--- src/hw/rtl/mlfq_pkg.sv ---
// Shared types and constants for the feedback-queue thread scheduler.
package mlfq_pkg;

    localparam int MAX_THREADS = 16;
    localparam int ID_W        = 4;
    localparam int CNT_W       = 5;
    localparam int NUM_Q       = 3;
    localparam int MEM_DEPTH   = NUM_Q * MAX_THREADS;
    localparam int MEM_AW      = 6;

    localparam logic [2:0] ST_RUN    = 3'd0;
    localparam logic [2:0] ST_YIELD  = 3'd1;
    localparam logic [2:0] ST_WAIT_M = 3'd2;
    localparam logic [2:0] ST_WAIT_T = 3'd3;
    localparam logic [2:0] ST_EXIT   = 3'd4;

    localparam logic [2:0] REQ_TIMER  = 3'd0;
    localparam logic [2:0] REQ_YIELD  = 3'd1;
    localparam logic [2:0] REQ_CREATE = 3'd2;
    localparam logic [2:0] REQ_EXIT   = 3'd3;
    localparam logic [2:0] REQ_JOIN   = 3'd4;

    localparam logic [1:0] CFG_QUANTUM1 = 2'd0;
    localparam logic [1:0] CFG_QUANTUM2 = 2'd1;
    localparam logic [1:0] CFG_QUANTUM3 = 2'd2;
    localparam logic [1:0] CFG_PERIOD   = 2'd3;

    localparam logic [1:0] Q1 = 2'd0;
    localparam logic [1:0] Q2 = 2'd1;
    localparam logic [1:0] Q3 = 2'd2;

    typedef struct packed {
        logic [2:0] req_type;
        logic [3:0] target_id;
    } in_t;

    typedef struct packed {
        logic [3:0]  running_id;
        logic [15:0] quantum;
        logic [3:0]  new_id;
        logic        join_done;
        logic        switched;
        logic        error;
    } out_t;

    // handshake between the request queue and the sequencer
    typedef struct packed {
        logic valid;
        in_t  item;
    } req_ch_t;

    // level to queue: level one and two map directly, anything else is level three
    function automatic logic [1:0] level_queue(input logic [1:0] lv);
        case (lv)
            2'd1:    level_queue = Q1;
            2'd2:    level_queue = Q2;
            default: level_queue = Q3;
        endcase
    endfunction

endpackage

--- src/hw/rtl/mlfq_front.sv ---
// Request front end: two-entry item queue ahead of the sequencer.
module mlfq_front import mlfq_pkg::*;
(
    input  logic    clk,
    input  logic    rst_n,
    input  logic    in_valid,
    output logic    in_stall,
    input  in_t     in_item,
    output req_ch_t req,
    input  logic    req_pop
);

    in_t        slot_reg [2];
    logic       wr_ptr_reg, wr_ptr_next;
    logic       rd_ptr_reg, rd_ptr_next;
    logic [1:0] cnt_reg, cnt_next;
    logic       push, pop;

    assign in_stall = (cnt_reg == 2'd2);
    assign push     = in_valid && !in_stall;
    assign pop      = req_pop && (cnt_reg != 2'd0);

    assign req.valid = (cnt_reg != 2'd0);
    assign req.item  = slot_reg[rd_ptr_reg];

    always_comb
    begin
        wr_ptr_next = push ? ~wr_ptr_reg : wr_ptr_reg;
        rd_ptr_next = pop ? ~rd_ptr_reg : rd_ptr_reg;
        cnt_next    = cnt_reg + {1'b0, push} - {1'b0, pop};
    end

    always_ff @(posedge clk or negedge rst_n)
    begin
        if (!rst_n)
        begin
            wr_ptr_reg <= 1'b0;
            rd_ptr_reg <= 1'b0;
            cnt_reg    <= 2'd0;
        end
        else
        begin
            wr_ptr_reg <= wr_ptr_next;
            rd_ptr_reg <= rd_ptr_next;
            cnt_reg    <= cnt_next;
        end
    end

    always_ff @(posedge clk)
    begin
        if (push)
        begin
            slot_reg[wr_ptr_reg] <= in_item;
        end
    end

endmodule

--- src/hw/rtl/mlfq_engine.sv ---
// Scheduling sequencer: ready queues, thread tables and result register.
module mlfq_engine import mlfq_pkg::*;
(
    input  logic        clk,
    input  logic        rst_n,
    input  req_ch_t     req,
    output logic        req_pop,
    input  logic        cfg_valid,
    input  logic [1:0]  cfg_index,
    input  logic [15:0] cfg_data,
    output logic        out_valid,
    input  logic        out_stall,
    output out_t        out_item
);

    typedef enum logic [11:0] {
        S_IDLE    = 12'b0000_0000_0001,
        S_CR_CUR  = 12'b0000_0000_0010,
        S_CR_NEW  = 12'b0000_0000_0100,
        S_CR_MARK = 12'b0000_0000_1000,
        S_SC_START= 12'b0000_0001_0000,
        S_SC_READ = 12'b0000_0010_0000,
        S_SC_EVAL = 12'b0000_0100_0000,
        S_APPLY   = 12'b0000_1000_0000,
        S_MAINT   = 12'b0001_0000_0000,
        S_PROMOTE = 12'b0010_0000_0000,
        S_FINISH  = 12'b0100_0000_0000,
        S_OUT     = 12'b1000_0000_0000
    } state_t;

    state_t state_reg, state_next;

    logic [15:0] q1_reg, q2_reg, q3_reg;
    logic [7:0]  period_reg;

    logic [ID_W-1:0]  fifo_mem [MEM_DEPTH];
    logic [ID_W-1:0]  rd_reg;
    logic [ID_W-1:0]  head_reg  [NUM_Q];
    logic [CNT_W-1:0] count_reg [NUM_Q];

    logic [2:0]      status_reg [MAX_THREADS];
    logic [1:0]      level_reg  [MAX_THREADS];
    logic [ID_W-1:0] wait_reg   [MAX_THREADS];
    logic [MAX_THREADS-1:0] done_reg;

    logic [ID_W-1:0]  cur_reg, next_reg;
    logic             has_reg;
    logic [CNT_W-1:0] nfid_reg;
    logic [7:0]       mc_reg;
    logic [1:0]       qsel_reg;
    logic [CNT_W-1:0] n_reg, i_reg;
    out_t             res_reg;
    logic             out_valid_reg;
    out_t             out_reg;

    // memory controls
    logic              push_en, pop_en;
    logic [1:0]        push_q, pop_q;
    logic [ID_W-1:0]   push_id;
    logic [MEM_AW-1:0] waddr, raddr;
    logic              mem_we;

    // table reads
    logic [ID_W-1:0] st_ra, lv_ra;
    logic [2:0]      st_rd;
    logic [1:0]      lv_rd;
    logic [2:0]      st_cur;
    logic [ID_W-1:0] w_t;
    logic            done_w, eval_pick, eval_push;
    logic [5:0]      id_need;
    logic            cr_err;
    logic            last_in_q, promo_any;
    logic [1:0]      promo_q;
    logic            out_free;

    assign st_ra  = (state_reg == S_SC_EVAL) ? rd_reg : cur_reg;
    assign lv_ra  = (state_reg == S_FINISH) ? next_reg : cur_reg;
    assign st_rd  = status_reg[st_ra];
    assign lv_rd  = level_reg[lv_ra];
    assign st_cur = st_rd;
    assign w_t    = wait_reg[rd_reg];
    assign done_w = done_reg[w_t];

    assign eval_pick = (st_rd == ST_RUN) || (st_rd == ST_WAIT_M)
                    || ((st_rd == ST_WAIT_T) && done_w);
    assign eval_push = (st_rd == ST_WAIT_T) && !done_w;

    assign id_need = {1'b0, nfid_reg} + (has_reg ? 6'd1 : 6'd2);
    assign cr_err  = (id_need > 6'(MAX_THREADS)) || count_reg[Q1][CNT_W-1];

    assign last_in_q = ((i_reg + 5'd1) == n_reg);
    assign promo_any = (count_reg[Q3] != '0) || (count_reg[Q2] != '0);
    assign promo_q   = (count_reg[Q3] != '0) ? Q3 : Q2;

    assign out_free  = !out_valid_reg || !out_stall;
    assign req_pop   = (state_reg == S_IDLE) && req.valid;
    assign out_valid = out_valid_reg;
    assign out_item  = out_reg;

    always_comb
    begin
        push_en = 1'b0;
        push_q  = Q1;
        push_id = nfid_reg[ID_W-1:0];
        pop_en  = 1'b0;
        pop_q   = qsel_reg;
        case (state_reg)
            S_CR_NEW:
            begin
                push_en = 1'b1;
            end
            S_SC_READ:
            begin
                pop_en = 1'b1;
            end
            S_SC_EVAL:
            begin
                push_en = eval_push;
                push_q  = qsel_reg;
                push_id = rd_reg;
            end
            S_APPLY:
            begin
                push_id = cur_reg;
                case (st_cur)
                    ST_RUN:
                    begin
                        push_en = 1'b1;
                        push_q  = (lv_rd == 2'd1) ? Q2 : Q3;
                    end
                    ST_YIELD, ST_WAIT_M, ST_WAIT_T:
                    begin
                        push_en = 1'b1;
                        push_q  = level_queue(lv_rd);
                    end
                    default: push_en = 1'b0;
                endcase
            end
            S_MAINT:
            begin
                pop_en = (mc_reg >= period_reg) && promo_any;
                pop_q  = promo_q;
            end
            S_PROMOTE:
            begin
                push_en = 1'b1;
                push_id = rd_reg;
            end
            default: push_en = 1'b0;
        endcase
        // a full queue drops the push
        mem_we = push_en && !count_reg[push_q][CNT_W-1];
        waddr  = {push_q, head_reg[push_q] + count_reg[push_q][ID_W-1:0]};
        raddr  = {pop_q, head_reg[pop_q]};
    end

    always_ff @(posedge clk)
    begin
        if (mem_we)
        begin
            fifo_mem[waddr] <= push_id;
        end
        if (pop_en)
        begin
            rd_reg <= fifo_mem[raddr];
        end
    end

    always_comb
    begin
        state_next = state_reg;
        case (state_reg)
            S_IDLE:
            begin
                if (req.valid)
                begin
                    if (req.item.req_type == REQ_CREATE)
                    begin
                        state_next = cr_err ? S_OUT : (has_reg ? S_CR_NEW : S_CR_CUR);
                    end
                    else if (!has_reg)
                    begin
                        state_next = S_OUT;
                    end
                    else
                    begin
                        case (req.item.req_type)
                            REQ_TIMER, REQ_YIELD, REQ_EXIT: state_next = S_SC_START;
                            REQ_JOIN:
                                state_next = done_reg[req.item.target_id] ? S_OUT : S_SC_START;
                            default: state_next = S_OUT;
                        endcase
                    end
                end
            end
            S_CR_CUR:   state_next = S_CR_NEW;
            S_CR_NEW:   state_next = S_CR_MARK;
            S_CR_MARK:  state_next = S_SC_START;
            S_SC_START:
            begin
                if (count_reg[qsel_reg] != '0)
                begin
                    state_next = S_SC_READ;
                end
                else if (qsel_reg == Q3)
                begin
                    state_next = S_OUT;
                end
            end
            S_SC_READ:  state_next = S_SC_EVAL;
            S_SC_EVAL:
            begin
                if (eval_pick)
                begin
                    state_next = S_APPLY;
                end
                else if (!last_in_q)
                begin
                    state_next = S_SC_READ;
                end
                else
                begin
                    state_next = (qsel_reg == Q3) ? S_OUT : S_SC_START;
                end
            end
            S_APPLY:    state_next = S_MAINT;
            S_MAINT:    state_next = pop_en ? S_PROMOTE : S_FINISH;
            S_PROMOTE:  state_next = S_FINISH;
            S_FINISH:   state_next = S_OUT;
            S_OUT:      state_next = out_free ? S_IDLE : S_OUT;
            default:    state_next = S_IDLE;
        endcase
    end

    always_ff @(posedge clk or negedge rst_n)
    begin
        if (!rst_n)
        begin
            state_reg     <= S_IDLE;
            q1_reg        <= 16'd10;
            q2_reg        <= 16'd20;
            q3_reg        <= 16'd40;
            period_reg    <= 8'd10;
            done_reg      <= '0;
            cur_reg       <= '0;
            has_reg       <= 1'b0;
            nfid_reg      <= 5'd1;
            mc_reg        <= '0;
            qsel_reg      <= Q1;
            out_valid_reg <= 1'b0;
            for (int q = 0; q < NUM_Q; q++)
            begin
                head_reg[q]  <= '0;
                count_reg[q] <= '0;
            end
        end
        else
        begin
            state_reg <= state_next;

            if (cfg_valid)
            begin
                case (cfg_index)
                    CFG_QUANTUM1: q1_reg     <= cfg_data;
                    CFG_QUANTUM2: q2_reg     <= cfg_data;
                    CFG_QUANTUM3: q3_reg     <= cfg_data;
                    CFG_PERIOD:   period_reg <= cfg_data[7:0];
                    default:      period_reg <= period_reg;
                endcase
            end

            if (mem_we)
            begin
                count_reg[push_q] <= count_reg[push_q] + 5'd1;
            end
            if (pop_en)
            begin
                head_reg[pop_q]  <= head_reg[pop_q] + 4'd1;
                count_reg[pop_q] <= count_reg[pop_q] - 5'd1;
            end

            // S_OUT loads the next result itself
            if (out_valid_reg && !out_stall && state_reg != S_OUT)
            begin
                out_valid_reg <= 1'b0;
            end

            case (state_reg)
                S_IDLE:
                begin
                    if (req.valid)
                    begin
                        qsel_reg <= Q1;
                        if (req.item.req_type == REQ_JOIN && has_reg
                            && done_reg[req.item.target_id])
                        begin
                            done_reg[req.item.target_id] <= 1'b0;
                        end
                    end
                end
                S_CR_CUR:
                begin
                    cur_reg  <= nfid_reg[ID_W-1:0];
                    has_reg  <= 1'b1;
                    nfid_reg <= nfid_reg + 5'd1;
                end
                S_CR_NEW:
                begin
                    nfid_reg <= nfid_reg + 5'd1;
                end
                S_SC_START:
                begin
                    n_reg <= count_reg[qsel_reg];
                    i_reg <= '0;
                    if (count_reg[qsel_reg] == '0)
                    begin
                        if (qsel_reg == Q3)
                        begin
                            mc_reg <= mc_reg + 8'd1;
                        end
                        else
                        begin
                            qsel_reg <= qsel_reg + 2'd1;
                        end
                    end
                end
                S_SC_EVAL:
                begin
                    if (eval_pick)
                    begin
                        next_reg <= rd_reg;
                        if (st_rd == ST_WAIT_T)
                        begin
                            done_reg[w_t] <= 1'b0;
                        end
                    end
                    else
                    begin
                        i_reg <= i_reg + 5'd1;
                        if (last_in_q)
                        begin
                            if (qsel_reg == Q3)
                            begin
                                mc_reg <= mc_reg + 8'd1;
                            end
                            else
                            begin
                                qsel_reg <= qsel_reg + 2'd1;
                            end
                        end
                    end
                end
                S_APPLY:
                begin
                    if (st_cur == ST_EXIT)
                    begin
                        done_reg[cur_reg] <= 1'b1;
                    end
                end
                S_MAINT:
                begin
                    mc_reg <= (mc_reg < period_reg) ? mc_reg + 8'd1 : 8'd0;
                end
                S_FINISH:
                begin
                    cur_reg <= next_reg;
                end
                S_OUT:
                begin
                    if (out_free)
                    begin
                        out_valid_reg <= 1'b1;
                    end
                end
                default: qsel_reg <= qsel_reg;
            endcase
        end
    end

    // thread tables and result fields, no reset
    always_ff @(posedge clk)
    begin
        case (state_reg)
            S_IDLE:
            begin
                if (req.valid)
                begin
                    res_reg <= '0;
                    if (req.item.req_type == REQ_CREATE)
                    begin
                        res_reg.running_id <= has_reg ? cur_reg : '0;
                        res_reg.error      <= cr_err;
                    end
                    else if (has_reg)
                    begin
                        res_reg.running_id <= cur_reg;
                        case (req.item.req_type)
                            REQ_YIELD:
                            begin
                                if (st_cur == ST_RUN)
                                begin
                                    status_reg[cur_reg] <= ST_YIELD;
                                end
                            end
                            REQ_EXIT: status_reg[cur_reg] <= ST_EXIT;
                            REQ_JOIN:
                            begin
                                if (done_reg[req.item.target_id])
                                begin
                                    res_reg.join_done <= 1'b1;
                                end
                                else
                                begin
                                    wait_reg[cur_reg]   <= req.item.target_id;
                                    status_reg[cur_reg] <= ST_WAIT_T;
                                end
                            end
                            default: res_reg.join_done <= 1'b0;
                        endcase
                    end
                end
            end
            S_CR_CUR, S_CR_NEW:
            begin
                status_reg[nfid_reg[ID_W-1:0]] <= ST_RUN;
                level_reg[nfid_reg[ID_W-1:0]]  <= 2'd1;
                wait_reg[nfid_reg[ID_W-1:0]]   <= '0;
                if (state_reg == S_CR_NEW)
                begin
                    res_reg.new_id <= nfid_reg[ID_W-1:0];
                end
            end
            S_CR_MARK:
            begin
                if (st_cur == ST_RUN)
                begin
                    status_reg[cur_reg] <= ST_YIELD;
                end
                res_reg.running_id <= cur_reg;
            end
            S_SC_EVAL:
            begin
                if (eval_pick && st_rd == ST_WAIT_T)
                begin
                    status_reg[rd_reg] <= ST_RUN;
                end
            end
            S_APPLY:
            begin
                case (st_cur)
                    ST_RUN:   level_reg[cur_reg]  <= (lv_rd == 2'd1) ? 2'd2 : 2'd3;
                    ST_YIELD: status_reg[cur_reg] <= ST_RUN;
                    default:  res_reg.switched    <= 1'b0;
                endcase
            end
            S_PROMOTE:
            begin
                level_reg[rd_reg] <= 2'd1;
            end
            S_FINISH:
            begin
                res_reg.running_id <= next_reg;
                res_reg.switched   <= 1'b1;
                case (lv_rd)
                    2'd1:    res_reg.quantum <= q1_reg;
                    2'd2:    res_reg.quantum <= q2_reg;
                    default: res_reg.quantum <= q3_reg;
                endcase
            end
            S_OUT:
            begin
                if (out_free)
                begin
                    out_reg <= res_reg;
                end
            end
            default: res_reg <= res_reg;
        endcase
    end

endmodule

--- src/hw/rtl/mlfq_thread_scheduler.sv ---
// Top level of the three-level feedback-queue thread scheduler.
//
// Scheduling events enter on in_valid/in_stall with in_item carrying the
// request kind and join target; an item is taken when in_valid is high and
// in_stall low. Up to two items wait in a front queue while the sequencer
// works on the current one, so the sender stalls only when that queue fills.
// Each item gives exactly one result on out_valid/out_stall in out_item.
// An item that causes no scheduling pass goes straight to its result; a pass
// reads and evaluates each ready-queue entry it inspects, steps past each
// empty or exhausted queue and may promote one thread, and a create first
// sets up its new thread and, with none running, the first one; at most 15
// threads exist. The sequencer pops and pushes the ready queues through one
// memory that has a separate write port and read port. A result waits in the
// output register while out_stall is high and the sequencer holds the next
// result until that register is free.
// Configuration writes go over cfg_valid/cfg_ready with cfg_index/cfg_data;
// cfg_ready is always high and a write takes effect at once, so the user must
// make writes only while no item is in flight; the block does not enforce it.
// Reset clears the queue pointers, done map, current thread and counters and
// restores the default time slices; no clearing pass is needed.
module mlfq_thread_scheduler import mlfq_pkg::*;
(
    input  logic        clk,
    input  logic        rst_n,
    input  logic        in_valid,
    output logic        in_stall,
    input  in_t         in_item,
    output logic        out_valid,
    input  logic        out_stall,
    output out_t        out_item,
    input  logic        cfg_valid,
    output logic        cfg_ready,
    input  logic [1:0]  cfg_index,
    input  logic [15:0] cfg_data
);

    req_ch_t req;
    logic    req_pop;

    assign cfg_ready = 1'b1;

    mlfq_front u_front (
        .clk      (clk),
        .rst_n    (rst_n),
        .in_valid (in_valid),
        .in_stall (in_stall),
        .in_item  (in_item),
        .req      (req),
        .req_pop  (req_pop)
    );

    mlfq_engine u_engine (
        .clk       (clk),
        .rst_n     (rst_n),
        .req       (req),
        .req_pop   (req_pop),
        .cfg_valid (cfg_valid && cfg_ready),
        .cfg_index (cfg_index),
        .cfg_data  (cfg_data),
        .out_valid (out_valid),
        .out_stall (out_stall),
        .out_item  (out_item)
    );

endmodule

--- config.mk ---
export PLATFORM = sky130hd
export DESIGN_NAME = mlfq_thread_scheduler
export DESIGN_NICKNAME = d
export VERILOG_FILES = /design/src/hw/rtl/mlfq_pkg.sv /design/src/hw/rtl/mlfq_front.sv /design/src/hw/rtl/mlfq_engine.sv /design/src/hw/rtl/mlfq_thread_scheduler.sv
export SDC_FILE = /design/constraint.sdc
export NUM_CORES = 1
export LEC_CHECK = 0
export BUFFER_PORTS_ARGS = -buffer_cell sky130_fd_sc_hd__buf_2
export CAP_MARGIN = 15
export CORE_AREA = 8 8 219 221
export DETAILED_ROUTE_END_ITERATION = 10
export DIE_AREA = 0 0 227 229
export PLACE_DENSITY = 0.81
export SYNTH_ARGS = -nofsm -noshare
export SYNTH_HDL_FRONTEND = slang
export SYNTH_SLANG_ARGS = --single-unit
--- constraint.sdc ---
create_clock -name clk -period 9.4 [get_ports clk]
set_clock_uncertainty 0.15 [all_clocks]
set_input_delay 0.47 -clock clk [delete_from_list [all_inputs] [get_ports clk]]
set_output_delay 0.47 -clock clk [all_outputs]
set_load 0.005 [all_outputs]
==> flow_summary.toml <==
[clock_network]
cts_setup_buffers = 0
ctsHoldBuffers = 24
clkSinkCount = 558
cts_resized = 0
clockBufferDepth = 3
cts_tree = "built"
clock_latency_ns = 0.65
cts_buffers = 56
clock-root-buffer = "clkbuf_16"
cts.htree.levels = 2
path_clk_slew_ns = 0.06

[placement]
gp_congestion = 0.946
dp_hpwl_um = 43900
dpl.cell_count = 2742
port_buffers = 58

[global_route]
grt_pass1_vias = 18500
grt_usage_pct = 25.4
grt_pass1_wl_um = 104000
antenna_found_initial = 1
grt_max_degree = 81
overflow = 0

[synth]
syn_inst = 2172
synthesis.area_um2 = 26300
async_flop_share_pct = 24.4
synth_top_flop_cell = "edfxtp_1"
yosys_warnings = 0
synth.ff_latch_count = 558
synth_edf_count = 422
synth_cell_type_count = 91
netlist_top_cells_area = "edfxtp_1, dfrtp_1, nand2_1, mux2_2, mux4_2"
yosysTopAreaCell = "edfxtp_1"
syn_nets = 2228
yosys.area.top_type_share_pct = 48.2
syn_area_per_cell_um2 = 12.1
synth-seq-area-share_pct = 61.2

[routing]
viasPerCell = 6.52
dr.pass1.iters = 5
num_vias = 18800
wl_per_cell_um = 23.2
wirelength_um = 66700
ant_nets = 0
drc = 0
drt-initial-drc-count = 2356

[floorplan]
start_util_pct = 58.8
die_width_um = 227
die-area_um2 = 52000
rows = 78
io_pins = 60
core_um2 = 44700
die_h_um = 229

[sta]
grt_setup_unrepaired = "no"
fin_setup_tns_ns = 0
hold_viol = 0
period_needed_ns = 8.61
finalSetupViolations = 0
fmax_mhz = 116
slew_headroom_pct = 19.8
fin_crit_sh_pct = 91.6
tightest_slew_ns = 1.20
timing.final.max_slew_violations = 0

[setup_path]
cp.arrival_ns = 8.75
startpoint = "u_engine.state_reg[5]"
path_delay_family = "compound AO/OA/AOI/OAI gates"
path_common_cell = "nor3_1"
regToRegStartpoint = "u_engine.state_reg[5]"
crit_path_start_kind = "flip-flop"
critPathSlowestCell = "ha_1"
critPathRequiredTime_ns = 9.53
path_class = "reg2reg"
critPathMaxStageDelay_ns = 0.67
cp-end-kind = "flip-flop"
crit_buf_inv = 4
cp_max_fo = 24

[min_path]
hp-class = "in2reg"
min_from = "cfg_data[3]"

[final_layout]
final_util_pct = 65.4
syn_to_final_growth_pct = 11.2
largest_register_ffs = 192
fillers = 3257
layout-drive-gt1-share_pct = 13.9
final_cells = 2875
nNetsFinal = 2282

[power]
max-vdd-ir-drop_uv = 258
leakage_nw = 10.5
power.density_nw_per_um2 = 246

[status]
outcome = "completed"

[run]
max-cap-violations = 0
## power by group
group	switching (mW)	total [mW]	internal, mW
sequential	0.130	3.10	2.97
combinational	1.29	1.91	0.624
clock	0.971	2.18	1.21
## synthesized netlist by cell type, drive strengths merged (5+ instances only)
cell type  number
nor4           20
a21o           11
nand3b         15
or4            15
a311o          14
a221o          22
mux2           77
o21ai          81
nor2          148
dfrtp         126
inv            45
a311oi         21
o21a            7
o31ai          10
nand4          12
or3            16
nand3          67
nor2b          19
a21boi          5
a21oi          71
or2             6
buf            38
o22ai           6
xor2           13
dfstp          10
a22oi           7
clkbuf         77
edfxtp        422
mux2i          47
nor3           78
o211ai         41
nand2         328
and3           15
nand2b         29
and2           40
o311a          10
a31oi          27
xnor2          17
a211oi         46
mux4           27
o221ai          7
ha             24
## through the flow
| stage | power [mW] | cell area (um2) | setup WS (ns) | hold WS [ns] |
|---|---|---|---|---|
| 6_report | 7.19 | 29200 | 0.789 | 0.0329 |
| 5_1_grt | 7.48 | 29200 | 0.0936 | 0.0307 |
| 4_1_cts | 7.18 | 29200 | 0.928 | 0.00816 |
| 3_5_place_dp | 5.00 | 27200 | 1.05 | 0.255 |
| 3_3_place_gp | 4.92 | 27200 | 1.45 | 0.252 |
| 2_1_floorplan | 4.39 | 26300 | 2.89 | 0.0244 |
## path summary, 6_finish.rpt
kind | to | slack (ns) | cells after the start
max in group asynchronous | u_engine.head_reg[10] | 7.48 | 3
min reg2reg | u_engine.out_item[20] | 0.27 | 0
max reg2reg | u_engine.fifo_mem[14][3] | 0.79 | 25
min in group asynchronous | u_engine.q3_reg[2] | 0.29 | 2
max | u_engine.fifo_mem[14][3] | 0.79 | 25
min | u_engine.period_reg[3] | 0.03 | 2
## per-layer routing
layer	GRT usage (%)	up-vias	routed length, um
met2	41.2	1016	32200
met1	33.9	9232	26200
li1	-	8318	-
met5	0	-	0
met4	8.98	0	2400
met3	4.92	191	5960
## cells by family after synthesis
kind of cell	synth area share (%)
simple gates	15.0
xor+xnor	1.35
fa+ha+maj	1.29
buf+inv	2.44
other cells	0.0143
flops	61.2
compound gates	11.2
mux	7.49
## cell type report
cell class / instances / area, um2 / area share [%]
Antenna cell: 1 / 2.50 / 0.00856
Clock buffer: 74 / 1480 / 5.06
Sequential cell: 558 / 16100 / 55.0
Clock inverter: 32 / 328 / 1.12
Inverter: 47 / 176 / 0.603
Timing Repair Buffer: 111 / 771 / 2.64
Multi-Input combinational cell: 1452 / 9640 / 33.0
Tap cell: 600 / 751 / 2.57
## placed cells by master (no fill, tap or decap), drive strengths merged, types with 13 or more instances in the layout
cell type,netlist,layout
edfxtp,422,422
nand2,328,328
nor2,148,148
dfrtp,126,126
buf,38,87
o21ai,81,81
nor3,78,78
mux2,77,77
clkbuf,77,74
a21oi,71,71
nand3,67,67
inv,45,49
mux2i,47,47
a211oi,46,46
o211ai,41,41
and2,40,40
nand2b,29,29
a31oi,27,27
mux4,27,27
ha,24,24
dlygate4sd3,0,24
clkinv,2,24
a221o,22,22
a311oi,21,21
nor4,20,20
nor2b,19,19
xnor2,17,17
or3,16,16
or4,15,15
nand3b,15,15
and3,15,15
a311o,14,14
xor2,13,13
Note: power is estimated with default switching activity, not from simulation.
